**src/hw/rtl/swrd_pkg.sv**
```systemverilog
package swrd_pkg;

  localparam logic [31:0] SyncWord    = 32'hEEEE_EEEE;
  localparam logic [2:0]  WindowBytes = 3'd4;
  localparam logic [2:0]  TimeBytes   = 3'd4;
  localparam logic [2:0]  LastByteIdx = 3'd7;

  typedef struct packed {
    logic [31:0] rec_time;
    logic [31:0] rec_id;
    logic [31:0] rec_count;
  } rec_t;

endpackage

```
**src/hw/rtl/sync_word_record_deframer.sv**
```systemverilog
// Sync word record deframer. Takes one stream byte per cycle while the
// output is not held, and hunts for the sync word EE EE EE EE, sliding a
// byte at a time; the 8 bytes after it are a little-endian 32-bit time and
// 32-bit id. Records whose id matches skip_id are dropped; others come out
// with a wrapping count of emitted records. Each result passes through the
// input register, then the result register, and the input keeps flowing
// while a result waits as long as the result register is taken. Write
// skip_id only while the block is idle.
module sync_word_record_deframer import swrd_pkg::*; (
  input  logic        clk_i,
  input  logic        rst_ni,
  input  logic        cfg_valid_i,
  output logic        cfg_ready_o,
  input  logic [31:0] cfg_data_i,
  input  logic        in_valid_i,
  output logic        in_ready_o,
  input  logic [7:0]  data_byte_i,
  output logic        out_valid_o,
  input  logic        out_ready_i,
  output logic [31:0] record_time_o,
  output logic [31:0] record_id_o,
  output logic [31:0] record_count_o
);

  logic [31:0] skip_id_q;
  logic        item_vld;
  logic [7:0]  item_byte;
  logic        out_free;
  logic        advance;
  logic        emit;
  rec_t        rec;

  assign cfg_ready_o = 1'b1;

  always_ff @(posedge clk_i or negedge rst_ni) begin
    if (!rst_ni) begin
      skip_id_q <= '0;
    end else if (cfg_valid_i) begin
      skip_id_q <= cfg_data_i;
    end
  end

  assign advance = item_vld && out_free;

  swrd_in_stage u_in (
    .clk_i       (clk_i),
    .rst_ni      (rst_ni),
    .in_valid_i  (in_valid_i),
    .in_ready_o  (in_ready_o),
    .data_byte_i (data_byte_i),
    .advance_i   (advance),
    .item_vld_o  (item_vld),
    .item_byte_o (item_byte)
  );

  swrd_core u_core (
    .clk_i     (clk_i),
    .rst_ni    (rst_ni),
    .step_i    (advance),
    .byte_i    (item_byte),
    .skip_id_i (skip_id_q),
    .emit_o    (emit),
    .rec_o     (rec)
  );

  swrd_out_stage u_out (
    .clk_i          (clk_i),
    .rst_ni         (rst_ni),
    .load_i         (emit),
    .rec_i          (rec),
    .free_o         (out_free),
    .out_valid_o    (out_valid_o),
    .out_ready_i    (out_ready_i),
    .record_time_o  (record_time_o),
    .record_id_o    (record_id_o),
    .record_count_o (record_count_o)
  );

endmodule

```
**src/hw/rtl/swrd_in_stage.sv**
```systemverilog
module swrd_in_stage import swrd_pkg::*; (
  input  logic       clk_i,
  input  logic       rst_ni,
  input  logic       in_valid_i,
  output logic       in_ready_o,
  input  logic [7:0] data_byte_i,
  input  logic       advance_i,
  output logic       item_vld_o,
  output logic [7:0] item_byte_o
);

  logic       vld_q, vld_d;
  logic [7:0] byte_q;
  logic       take;

  assign in_ready_o = !vld_q || advance_i;
  assign take       = in_valid_i && in_ready_o;
  assign vld_d      = take || (vld_q && !advance_i);

  always_ff @(posedge clk_i or negedge rst_ni) begin
    if (!rst_ni) begin
      vld_q <= 1'b0;
    end else begin
      vld_q <= vld_d;
    end
  end

  always_ff @(posedge clk_i) begin
    if (take) begin
      byte_q <= data_byte_i;
    end
  end

  assign item_vld_o  = vld_q;
  assign item_byte_o = byte_q;

endmodule

```
**src/hw/rtl/swrd_core.sv**
```systemverilog
module swrd_core import swrd_pkg::*; (
  input  logic        clk_i,
  input  logic        rst_ni,
  input  logic        step_i,
  input  logic [7:0]  byte_i,
  input  logic [31:0] skip_id_i,
  output logic        emit_o,
  output rec_t        rec_o
);

  logic [31:0] window_q, window_d;
  logic [2:0]  fill_q, fill_d;
  logic        in_rec_q, in_rec_d;
  logic [2:0]  idx_q, idx_d;
  logic [31:0] time_q, time_d;
  logic [23:0] id_q, id_d;
  logic [31:0] total_q, total_d;
  logic [31:0] win_shift;
  logic [2:0]  fill_inc;
  logic [31:0] full_id;

  assign win_shift = {byte_i, window_q[31:8]};
  assign fill_inc  = (fill_q < WindowBytes) ? fill_q + 3'd1 : fill_q;
  assign full_id   = {byte_i, id_q};

  always_comb begin
    window_d = window_q;
    fill_d   = fill_q;
    in_rec_d = in_rec_q;
    idx_d    = idx_q;
    time_d   = time_q;
    id_d     = id_q;
    total_d  = total_q;
    emit_o   = 1'b0;
    if (step_i) begin
      if (!in_rec_q) begin
        window_d = win_shift;
        fill_d   = fill_inc;
        if (fill_inc >= WindowBytes && win_shift == SyncWord) begin
          window_d = '0;
          fill_d   = '0;
          in_rec_d = 1'b1;
          idx_d    = '0;
          time_d   = '0;
          id_d     = '0;
        end
      end else if (idx_q < TimeBytes) begin
        time_d = {byte_i, time_q[31:8]};
        idx_d  = idx_q + 3'd1;
      end else if (idx_q < LastByteIdx) begin
        id_d  = {byte_i, id_q[23:8]};
        idx_d = idx_q + 3'd1;
      end else begin
        // record done, hunt restarts on fresh bytes
        window_d = '0;
        fill_d   = '0;
        in_rec_d = 1'b0;
        idx_d    = '0;
        time_d   = '0;
        id_d     = '0;
        if (full_id != skip_id_i) begin
          emit_o  = 1'b1;
          total_d = total_q + 32'd1;
        end
      end
    end
  end

  assign rec_o.rec_time  = time_q;
  assign rec_o.rec_id    = full_id;
  assign rec_o.rec_count = total_q + 32'd1;

  always_ff @(posedge clk_i or negedge rst_ni) begin
    if (!rst_ni) begin
      window_q <= '0;
      fill_q   <= '0;
      in_rec_q <= 1'b0;
      idx_q    <= '0;
      time_q   <= '0;
      id_q     <= '0;
      total_q  <= '0;
    end else begin
      window_q <= window_d;
      fill_q   <= fill_d;
      in_rec_q <= in_rec_d;
      idx_q    <= idx_d;
      time_q   <= time_d;
      id_q     <= id_d;
      total_q  <= total_d;
    end
  end

endmodule

```
**src/hw/rtl/swrd_out_stage.sv**
```systemverilog
module swrd_out_stage import swrd_pkg::*; (
  input  logic        clk_i,
  input  logic        rst_ni,
  input  logic        load_i,
  input  rec_t        rec_i,
  output logic        free_o,
  output logic        out_valid_o,
  input  logic        out_ready_i,
  output logic [31:0] record_time_o,
  output logic [31:0] record_id_o,
  output logic [31:0] record_count_o
);

  logic vld_q, vld_d;
  rec_t rec_q;

  assign free_o = !vld_q || out_ready_i;
  assign vld_d  = load_i || (vld_q && !out_ready_i);

  always_ff @(posedge clk_i or negedge rst_ni) begin
    if (!rst_ni) begin
      vld_q <= 1'b0;
    end else begin
      vld_q <= vld_d;
    end
  end

  always_ff @(posedge clk_i) begin
    if (load_i) begin
      rec_q <= rec_i;
    end
  end

  assign out_valid_o    = vld_q;
  assign record_time_o  = rec_q.rec_time;
  assign record_id_o    = rec_q.rec_id;
  assign record_count_o = rec_q.rec_count;

endmodule
```
**config.mk**
```make
export PLATFORM = sky130hd
export DESIGN_NAME = sync_word_record_deframer
export DESIGN_NICKNAME = d
export VERILOG_FILES = /design/src/hw/rtl/swrd_pkg.sv /design/src/hw/rtl/sync_word_record_deframer.sv /design/src/hw/rtl/swrd_in_stage.sv /design/src/hw/rtl/swrd_core.sv /design/src/hw/rtl/swrd_out_stage.sv
export SDC_FILE = /design/constraint.sdc
export NUM_CORES = 1
export LEC_CHECK = 0
export ABC_AREA = 0
export BUFFER_PORTS_ARGS = -buffer_cell sky130_fd_sc_hd__buf_2
export CAP_MARGIN = 30
export CORE_ASPECT_RATIO = 0.7
export CORE_UTILIZATION = 51
export DETAILED_ROUTE_END_ITERATION = 8
export PLACE_DENSITY = 0.75
export SKIP_LAST_GASP = 1
export SLEW_MARGIN = 25
export SYNTH_ARGS = -nofsm -noshare
export SYNTH_HDL_FRONTEND = slang
export SYNTH_SLANG_ARGS = --single-unit
```
**constraint.sdc**
```tcl
create_clock -name clk_i -period 7.1 [get_ports clk_i]
set_input_delay 1.065 -clock clk_i [delete_from_list [all_inputs] [get_ports clk_i]]
set_output_delay 1.065 -clock clk_i [all_outputs]
set_load 0.1 [all_outputs]
```
==> impl.org <==
** Outcome
- The flow ran to the end, and the final reports show no timing, DRC or antenna violations.

** Job
- The tool flagged a number of max-cap violations equal to 0.

** Routing
- Number of vias after detailed routing :: approximately 6200
- After detailed routing, the number of remaining DRC violations is 0.
- In the routed layout, each cell is associated on average with a via count of approximately 5.5.
- Routed Wire Length :: about 21000 µm
- First-pass DRT Iterations :: 5
- Initial drt markers :: roughly 450
- In the final routed layout, each cell accounts on average for between 15 and 20 µm.
- Antenna-violating nets left :: 0

** Critical path
- Buffers & Inverters on Critical Path :: 2
- The largest single stage delay on the critical path is approximately 0.38 ns.
- Endpoint type of the worst setup path :: output pin
- Traced cell by cell, the critical path runs through buf_2, nor2b_1, nand2_1, buf_2.
- Startpoint types :: input pin
- Kind of critical path :: in -> out
- Of all nets on the critical path, the largest fanout is 6.
- For the worst setup path, the data arrival time is 2.02 ns.
- Cell mode on critical path :: buf_2
- Critical Path RT :: 6.03 ns
- Slowest cell on the critical path :: nor2b_1
- Dominant delay contributor by cell family on the critical path :: simple AND/OR/NAND/NOR gates

** Placement
- DP Cell Count :: ~1100
- In this run the cell area measured after placement is 11100 µm².
- HPWL after DPL :: around 13000 µm
- The count of buffers added on input and output ports is between 100 and 150.
- Routability-driven placement finished with a final weighted congestion of 0.816.

** CTS
- Post-CTS repair changed the size of 0 cells.
- In this run the number of H-tree levels came out at 1.
- CTS placed an instance of clkbuf_16 at the clock tree root.
- Clock-pin slew was measured on the worst setup and hold paths at about 0.060 ns.
- Worst skew pair latency :: 0.53 ns
- TritonCTS built the clock tree.
- Maximum buffer depth of the clock tree :: 3
- Number of CTS-inserted buffers :: 25
- Hold buffer count at cts :: 0
- Total clock sinks :: around 260
- Post-CTS timing repair inserted 0 buffers for setup.

** Worst hold path
- The path class of the tightest hold or removal check is reg -> reg.

** Timing
- Worst Skew :: ~0.016 ns
- Worst rel slew slack :: 37.4%
- For the final routed database, the setup TNS stands at 0 ns.
- The final number of max-transition violations came to 0.
- Final critical path time including I/O delays and setup :: between 3 and 4 ns
- After layout, the worst path uses about 43% of the clock period.
- Based on the critical path, the design can be clocked at up to approximately 0.32 GHz.
- Unrepaired setup endpoints after global routing :: false
- Setup violations remaining at the end of the flow were counted as 0.
- The final-report hold violation count is 0.
- For the pin with the worst max-slew slack, the measured transition is roughly 0.93 ns.
- On the final layout, the worst hold slack is approximately 0.45 ns.

** Synth
- Number of enable flip-flop cells after synthesis :: about 100
- Flip-flop and latch count after synthesis :: 257
- Main combinational cell family by area after synthesis :: compound AO/OA/AOI/OAI gates
- Yosys cell types :: 49
- After synthesis, the share of cell area in mux cells is under 10%.
- Net Count, Synth :: 755
- Yosys top cell by area :: dfrtp_1
- Async S/R FF share, synth :: between 50% and 60%
- In the synthesized netlist the dominant register cell turns out to be dfrtp_1.
- After synthesis the cells add up to 10200 µm².
- Summing the areas of all compound-gate instances in the mapped netlist gives 9.26% of the synthesized area.
- Synthesized-area fraction occupied by xor and xnor cells :: 8.02%
- Post-synthesis simple-gate area fraction :: 7.91%
- The Yosys step of the flow raised 0 warnings.
- Gate count of the mapped netlist :: about 700
- Ranked by total cell area, the synthesized netlist is headed by dfrtp_1 38%, edfxtp_1 31%, a22o_1 4.9%, xnor2_1 4.7%, mux2_2 3.8%.
- The synthesized design devotes to its leading area cell type 37.7% of total area.
- Averaged over all synthesized cells, the footprint is between 10 and 15 µm².
- Post-Synth Adder-Cell Area :: less than 1%
- After synthesis, flip-flops and latches occupy around two thirds of the total area.

** Final layout
- Final-layout fill cell count :: between 1000 and 1500
- After routing the design area is ~12000 µm².
- Post-layout net count :: approximately 900
- From synthesis to final layout, the design area changed by 18.8%.
- Filler-free cell count of the finished design :: roughly 1100
- The post-route netlist has between 20% and 30% of its cells at a drive strength greater than 1.

** Power
- Power per cell area :: between 200 and 300 nW/µm²
- Switching power share of the total :: between 20% and 30%
- Clock power share :: 45.3%
- For this design the static power due to leakage is roughly 5.5 nW.
- Post-layout total power :: approximately 0.0032 W
- VDD IR-drop max :: between 0.2 and 0.25 mV
- Switching power summed over all nets :: approximately 0.00066 W
- Reg power frac :: just over 50%
- Per report_power, the combinational group accounts for approximately 3.7% of the total.
- Cell-internal power :: between 0.002 and 0.003 W

** GRT
- Number of antenna violations at the first check in global routing :: 1
- Global routing consumed, on the met3 layer, ~3.5% of the routing resources.
- Wire length of the first global-routing pass :: 33300 µm
- Entering global routing, the biggest net connects 84 pins.
- The number of global-route vias before repair is ~6000.
- Global Route met1 Usage :: 33.1%
- In the global route stage, overall resource usage came out at between 20% and 30%.
- In this run the most used layer during global routing was met1.
- In the global route stage, met2 resource usage came out at a little under a third.
- After global routing the overflow that remains totals 0.

** Floorplanning
- Top Ports :: between 100 and 150
- Area of the core :: ~19000 µm²
- Measured along the y axis, the die boundary spans approximately 120 µm.
- The initialized floorplan defines 42 standard-cell rows.
- The die is 171 µm wide.
- Starting Density :: 52.9%
- The die covers about 20000 µm².
## sequential cells by signal (all words and copies together) (netlist names)
name	count
u_in.item_byte_o	8
u_in.item_vld_o	1
u_core.total_q	32
u_core.window_q	24
u_core.in_rec_q	1
u_core.fill_q	3
u_out.out_valid_o	1
u_core.time_q	32
u_out.record_count_o	32
skip_id_q	32
u_out.record_time_o	32
u_out.record_id_o	32
u_core.idx_q	3
u_core.id_q	24
## stage by stage
stage | utilization, % | setup slack [ns]
final | 62.9 | 4.01
after global routing | 62.9 | 3.95
after CTS | 62.7 | 4.00
after detailed placement | 58.0 | 3.67
after global placement | 58.0 | 3.77
after floorplan | - | 2.19
## power groups by stage
| stage | registers (W) | clock network, W | logic [W] |
|---|---|---|---|
| after floorplan | 0.00164 | 0 | 0.0000756 |
| after global placement | 0.00165 | 0 | 0.000115 |
| after detailed placement | 0.00165 | 0 | 0.000119 |
| after CTS | 0.00162 | 0.00147 | 0.000120 |
| after global routing | 0.00163 | 0.00153 | 0.000135 |
| final | 0.00162 | 0.00144 | 0.000120 |
## Yosys cell counts (11+ instances only)
cell type	instances
xnor2_1	54
clkbuf_1	24
a22o_1	57
nor2_1	11
dfrtp_1	153
mux2_2	34
a211oi_1	18
o21ai_0	26
xor2_1	39
edfxtp_1	104
nand3_1	17
nand4_1	18
nand2_1	69
## per-layer routing
| metal | wire, µm | up-vias |
|---|---|---|
| met5 | 0 | - |
| met4 | 442 | 0 |
| met3 | 1150 | 33 |
| met2 | 9390 | 188 |
| met1 | 9980 | 3136 |
| li1 | - | 2873 |
## area by class of cell
cell class / instances / area [µm²] / share of cell area, %
Sequential cell: 257 / 6950 / 57.6
Tap cell: 264 / 330 / 2.74
Inverter: 8 / 30.0 / 0.249
Clock buffer: 29 / 651 / 5.39
Multi-Input combinational cell: 405 / 3020 / 25.1
Antenna cell: 1 / 2.50 / 0.0207
Clock inverter: 17 / 255 / 2.12
Timing Repair Buffer: 151 / 817 / 6.77
## layout by cell type (no fill, tap or decap), types with 10 or more instances in the layout
master	count
dfrtp_1	153
buf_2	141
edfxtp_1	104
nand2_1	69
a22o_1	57
xnor2_1	54
xor2_1	39
mux2_2	34
o21ai_0	26
clkbuf_16	25
nand4_1	18
a211oi_1	18
nand3_1	17
nor2_1	10
## kinds of logic (layout without fill, tap and decap cells)
kind of cell,count (synthesis),in the layout
DFF,257,257
and+or+nand+nor,151,151
AOI/OAI and AO/OA,122,122
xor gates and xnor gates,93,93
buffers and inverters,45,205
muxes,35,35
adders and majority gates,3,3
other,1,2
## worst paths after layout
| check | slack, ns | end | cells after the start | startpoint |
|---|---|---|---|---|
| min in group asynchronous | 0.60 | u_core.time_q[5]$_DFFE_PN0P_ | 1 | rst_ni |
| worst min register to register | 0.45 | u_out.record_time_o[5]$_DFFE_PP_ | 0 | u_core.time_q[5]$_DFFE_PN0P_ |
| worst max-delay path | 4.01 | in_ready_o | 4 | out_ready_i |
| worst max register to register | 4.22 | u_core.total_q[1]$_DFFE_PN0P_ | 7 | u_in.item_byte_o[5]$_DFFE_PP_ |
| max in group asynchronous | 5.32 | u_core.window_q[20]$_DFFE_PN0P_ | 3 | rst_ni |
| worst min-delay path | 0.45 | u_out.record_time_o[5]$_DFFE_PP_ | 0 | u_core.time_q[5]$_DFFE_PN0P_ |
Power figures use the tool's default switching activity.
